## src/hw/rtl/ils_pkg.sv

```systemverilog
// Shared types, codes and default sizes for the indexed list store.
package ils_pkg;

   // Default sizes handed to the top level's parameters.
   localparam int DEF_STORE_DEPTH = 256;
   localparam int DEF_HANDLE_BITS = 32;

   // Widest handle the store may be built for; handles are widened through this.
   localparam int HANDLE_MAX_W = 64;

   // Fixed field widths of the request and response beats.
   localparam int CMD_W      = 3;
   localparam int POS_W      = 8;
   localparam int HANDLE_W   = 32;
   localparam int STATUS_W   = 2;
   localparam int LEN_W      = 9;
   localparam int CFG_W      = 9;
   localparam int CSR_INDEX_W = 1;

   // Configuration register indexes.
   localparam logic [CSR_INDEX_W-1:0] REG_START_CAP  = 1'd0;
   localparam logic [CSR_INDEX_W-1:0] REG_GROW_BLOCK = 1'd1;

   // Configuration reset values.
   localparam logic [CFG_W-1:0] START_CAP_RESET  = 9'd0;
   localparam logic [CFG_W-1:0] GROW_BLOCK_RESET = 9'd8;

   // Command codes.
   localparam logic [CMD_W-1:0] CMD_GET    = 3'd0;
   localparam logic [CMD_W-1:0] CMD_SET    = 3'd1;
   localparam logic [CMD_W-1:0] CMD_INSERT = 3'd2;
   localparam logic [CMD_W-1:0] CMD_REMOVE = 3'd3;
   localparam logic [CMD_W-1:0] CMD_TRIM   = 3'd4;
   localparam logic [CMD_W-1:0] CMD_APPEND = 3'd5;

   // Status codes.
   localparam logic [STATUS_W-1:0] ST_OK     = 2'd0;
   localparam logic [STATUS_W-1:0] ST_FULL   = 2'd1;
   localparam logic [STATUS_W-1:0] ST_NOROOM = 2'd2;
   localparam logic [STATUS_W-1:0] ST_RANGE  = 2'd3;

   typedef struct packed {
      logic [CMD_W-1:0]    command;
      logic [POS_W-1:0]    position;
      logic [HANDLE_W-1:0] handle_in;
   } req_type;

   typedef struct packed {
      logic [STATUS_W-1:0] status;
      logic [HANDLE_W-1:0] handle_out;
      logic [LEN_W-1:0]    length;
      logic [LEN_W-1:0]    room;
   } rsp_type;

   // Completion report of the growth unit.
   typedef struct packed {
      logic done;
      logic no_room;
   } grow_status_type;

endpackage

```

## src/hw/rtl/ils_grow.sv

```systemverilog
// Growth unit: works out the new capacity in whole blocks with a bit-serial remainder.
module ils_grow #(
   parameter int ARITH_W     = 11,
   parameter int STORE_DEPTH = ils_pkg::DEF_STORE_DEPTH
) (
   input  logic                           clock,
   input  logic                           reset,
   input  logic                           start,
   input  logic [ARITH_W-1:0]             need,
   input  logic [ARITH_W-1:0]             cap,
   input  logic [ils_pkg::CFG_W-1:0]      block,
   output ils_pkg::grow_status_type       status,
   output logic [ARITH_W-1:0]             grown
);

   localparam int STEP_W = $clog2(ARITH_W + 1);
   localparam logic [ARITH_W-1:0] DEPTH_LIMIT = ARITH_W'(STORE_DEPTH);

   typedef enum logic [1:0] {G_IDLE, G_DIVIDE, G_SUM} grow_state_type;

   grow_state_type              state_ff, state_in;
   logic [ARITH_W-1:0]          dividend_ff, dividend_in;
   logic [ils_pkg::CFG_W-1:0]   rem_ff, rem_in;
   logic [STEP_W-1:0]           step_ff, step_in;
   logic [ARITH_W-1:0]          need_ff, need_in;
   logic [ils_pkg::CFG_W-1:0]   block_ff, block_in;
   logic                        done_ff, done_in;
   logic                        no_room_ff, no_room_in;
   logic [ARITH_W-1:0]          grown_ff, grown_in;

   logic [ils_pkg::CFG_W:0]     rem_shift;
   logic [ils_pkg::CFG_W:0]     block_x;
   logic [ils_pkg::CFG_W-1:0]   rem_next;
   logic [ARITH_W-1:0]          sum_w;

   // One restoring step: bring in the next dividend bit and subtract the block if it fits.
   assign rem_shift = {rem_ff, dividend_ff[ARITH_W-1]};
   assign block_x   = {1'b0, block_ff};
   assign rem_next  = (rem_shift >= block_x) ? ils_pkg::CFG_W'(rem_shift - block_x)
                                             : rem_shift[ils_pkg::CFG_W-1:0];

   // The smallest multiple of the block above the shortfall is shortfall - rem + block,
   // so the new capacity is need + block - rem.
   assign sum_w = need_ff + ARITH_W'(block_ff) - ARITH_W'(rem_ff);

   // Next-state logic.
   always_comb begin
      state_in    = state_ff;
      dividend_in = dividend_ff;
      rem_in      = rem_ff;
      step_in     = step_ff;
      need_in     = need_ff;
      block_in    = block_ff;
      done_in     = 1'b0;
      no_room_in  = no_room_ff;
      grown_in    = grown_ff;
      unique case (state_ff)
         G_IDLE: begin
            if (start) begin
               dividend_in = need - cap;
               rem_in      = '0;
               step_in     = STEP_W'(ARITH_W);
               need_in     = need;
               block_in    = block;
               state_in    = G_DIVIDE;
            end
         end
         G_DIVIDE: begin
            dividend_in = dividend_ff << 1;
            rem_in      = rem_next;
            step_in     = step_ff - STEP_W'(1);
            if (step_ff == STEP_W'(1)) begin
               state_in = G_SUM;
            end
         end
         G_SUM: begin
            grown_in   = sum_w;
            no_room_in = sum_w > DEPTH_LIMIT;
            done_in    = 1'b1;
            state_in   = G_IDLE;
         end
         default: begin
            state_in = G_IDLE;
         end
      endcase
   end

   // State and registered outputs.
   always_ff @(posedge clock) begin
      if (reset) begin
         state_ff <= G_IDLE;
         done_ff  <= 1'b0;
      end else begin
         state_ff <= state_in;
         done_ff  <= done_in;
      end
      dividend_ff <= dividend_in;
      rem_ff      <= rem_in;
      step_ff     <= step_in;
      need_ff     <= need_in;
      block_ff    <= block_in;
      no_room_ff  <= no_room_in;
      grown_ff    <= grown_in;
   end

   assign status.done    = done_ff;
   assign status.no_room = no_room_ff;
   assign grown          = grown_ff;

endmodule

```

## config.mk

```make
export PLATFORM = sky130hd
export DESIGN_NAME = ils_grow
export DESIGN_NICKNAME = d
export VERILOG_FILES = /design/src/hw/rtl/ils_pkg.sv /design/src/hw/rtl/ils_grow.sv
export SDC_FILE = /design/constraint.sdc
export NUM_CORES = 1
export LEC_CHECK = 0
export BUFFER_PORTS_ARGS = -buffer_cell sky130_fd_sc_hd__buf_2
export CORE_MARGIN = 5
export CORE_UTILIZATION = 61
export CTS_BUF_LIST = sky130_fd_sc_hd__clkbuf_4
export DETAILED_ROUTE_END_ITERATION = 10
export PLACE_DENSITY = 0.83
export SETUP_SLACK_MARGIN = 0.4
export SLEW_MARGIN = 20
export SYNTH_ARGS = -nofsm -noshare
export SYNTH_HDL_FRONTEND = slang
export SYNTH_SLANG_ARGS = --single-unit
```

## constraint.sdc

```tcl
create_clock -name clock -period 4.38 [get_ports clock]
set_clock_uncertainty 0.05 [all_clocks]
set_input_delay 0.657 -clock clock [delete_from_list [all_inputs] [get_ports clock]]
set_output_delay 0.657 -clock clock [all_outputs]
set_load 0.005 [all_outputs]
```

==> results.md <==
* FMAX at 0.290 GHz
* CTS resizes at 0
* RD Place Congestion at approximately 0.94
* Pin count of the biggest net entering global routing at 26
* Largest family of logic cells by synthesized area: adder cells
* Die width at 89.4 um
* Post-Route WL at 7.84 mm
* Vias in the first global route at roughly 2,800
* Synth top area cells: edfxtp_1 44%, ha_1 10%, fa_1 5.7%, inv_1 5.7%, a21oi_1 2.6%
* 1st-pass router iterations at 5
* IO Port Bufs at 46
* DRT antenna net count at 0
* Share of layout cells above drive strength 1 at between 15 and 20%
* H-tree levels at 3
* Vias per cell at between 5 and 6
* Postcts setup bufs at 0
* Die height at 89.4 um
* Setup_tns at 0 ns
* Io pins at 47
* Skew-Pair Late Insertion Delay at slightly below 0.4 ns
* WHS at between 0.3 and 0.4 ns
* # setup viols final at 0
* Hold Buf Count CTS at 0
* Detail Placement HPWL at 6.00 mm
* Worst Hold Class: in2reg
* Yosys reg bits at 59
* Slowest cell on crit path: fa_1
* Initial antenna violation count at 0
* Cell Area, Synth at 3850 um2
* Sink Count at 59
* Sequential element share of the synthesized area at 45.3%
* Num CTS Buffers at 9
* Via count at 2,896
* Final Hold Viols at 0
* Yosys cell types at 51
* Critical path class: reg2reg
* Max cap viols at 0
* Syn Nets at 445
* Tcrit/Tclk final at between 70 and 80%
* Starting Density at roughly 62%
* Synth Flop Type: edfxtp_1
* RSZ-0062 raised after global routing: no
* Post-synth EDFFs at 56
* Core Box Area at 6240 um2
* Longest Clk Path Bufs at 2
* Global-route wire length before repair at 12.8 mm
* Yosys top cell by area: edfxtp_1
* Worst endpoint required time at 4.48 ns
* N_diodes at 0
* Crit path cell chain: fa_1 -> inv_1 -> fa_1 -> xor2_1 -> or3_2 -> or4_1 -> o31a_1 -> or3_1
* Drt wl/cell at 15.7 um
* Most common cell after layout, fill and taps aside: inv_1
* Most frequent cells in the layout: 58 x inv_1, 56 x edfxtp_1, 46 x buf_2, 32 x ha_1, 20 x a21oi_1
* Nets at 494
* CTS root buf: clkbuf_4
* Post-synthesis adder-cell area fraction at 16.1%
* Slew @ Worst Pin at 0.747 ns
* Pwr dens at around 390 nW/um2
* Slew Viols, Final at 0
* Post-synthesis cell count at 368
* Area Overhead vs Synth at 10.7%
* CTS tree: done
* WP data arrival at 3.54 ns
* Cell repeated most along the worst path: fa_1
* Status: finished, final reports clean
* Yosys top cell area share at between 40% and 50%
* Worst vdd ir at between 0.2 and 0.25 mV
* Final critical-path required period at roughly 3.4 ns
* Total track usage at 21.1%
* Clock transition at path regs at 0.11 ns
* CP endpoint kind: flip-flop
* Die area at 7990 um2
* YS warnings at 0
* Leakage at 1.88 nW
* Residual DRC count at 0
* Mean post-synth cell area at 10.5 um2
* CP max stage delay at 0.55 ns
* Async S/R FF share, synth at 0%
* Row count at 29
* Overflow after GRT at 0
* XOR/XNOR share of the synthesized area at under 10%
* Initial DRC Count at 212
* CP max FO at 3
* Post-synthesis compound-gate area fraction at 15.2%
* Rel. slew slack at between 40% and 50%
* Worst Setup Start Kind: flip-flop
* Post-synthesis mux area share at 0.520%
* Simple-Gate Fraction of Synth Area at between 10% and 20%
[sequential cells by signal, indices dropped and copies added, names as in the netlist]
name / flops
no_room_ff: 1
step_ff: 4
rem_ff: 9
need_ff: 11
done_ff: 1
block_ff: 9
dividend_ff: 11
state_ff: 2
grown: 11
[stage by stage]
stage	instances	util, %	area, um2	worst slack [ns]	power (mW)
after floorplan	368	-	3850	1.10	1.21
after global placement	483	66.5	4150	1.02	1.32
after detailed placement	483	66.5	4150	0.941	1.35
after CTS	499	68.1	4250	0.921	1.66
after global routing	499	68.2	4260	0.793	1.78
final	499	68.2	4260	0.936	1.66
[final timing paths]
check,start,to,slack [ns],cells past startpoint
min reg2reg,dividend_ff[5],dividend_ff[6],0.50,2
max reg2reg,rem_ff[1],no_room_ff,0.94,8
max,rem_ff[1],no_room_ff,0.94,8
min,block[6],block_ff[6],0.39,1
[cell usage after synthesis, types with 3 or more instances]
| cell type | instances |
|---|---|
| fa_1 | 11 |
| o31ai_1 | 4 |
| o2111ai_1 | 3 |
| xor2_1 | 7 |
| dfxtp_1 | 3 |
| nor3b_1 | 3 |
| o31a_1 | 3 |
| xnor2_1 | 11 |
| clkbuf_1 | 7 |
| ha_1 | 32 |
| o21a_1 | 7 |
| inv_1 | 58 |
| nand3b_1 | 3 |
| a221oi_1 | 3 |
| o211ai_1 | 4 |
| o21ai_0 | 19 |
| nor2_1 | 16 |
| nand2_1 | 19 |
| a21o_1 | 6 |
| edfxtp_1 | 56 |
| a21oi_1 | 20 |
| nor2b_1 | 7 |
| nor3_1 | 11 |
| or3_1 | 5 |
| nand3_1 | 16 |
[critical path: cells and delay by family, from the launching register on]
family / cells / cell delay (ns)
simple gates: 3 / 1.15
fa+ha+maj: 2 / 1.02
flops: 1 / 0.47
compound gates: 1 / 0.26
xor+xnor: 1 / 0.19
buf+inv: 1 / 0.06
[where the power goes]
group	switching [mW]	internal [mW]
Sequential	0.0269	0.701
Combinational	0.362	0.262
Clock	0.204	0.109
Total	0.592	1.07
[cell type report]
type	instances	area (um2)
Clock buffer	9	67.6
Clock inverter	7	35.0
Fill cell	492	1980
Inverter	58	218
Multi-Input combinational cell	241	1850
Sequential cell	59	1740
Tap cell	77	96.3
Timing Repair Buffer	48	245
[logic make-up (layout without fill, tap and decap cells)]
| family | Yosys count | after routing |
|---|---|---|
| DFF | 59 | 59 |
| xor gates and xnor gates | 18 | 18 |
| buffers and inverters | 68 | 122 |
| AOI/OAI and AO/OA | 87 | 87 |
| muxes | 2 | 2 |
| adders and majority gates | 43 | 43 |
| and+or+nand+nor | 91 | 91 |
[metal layers]
metal	GRT usage (%)	wire length, um	up-vias
met2	37.2	3960	94
met3	3.41	416	14
met1	25.2	3360	1371
met5	0	0	-
li1	-	-	1417
met4	9.34	104	0
Note: power is estimated with default switching activity, not from simulation.
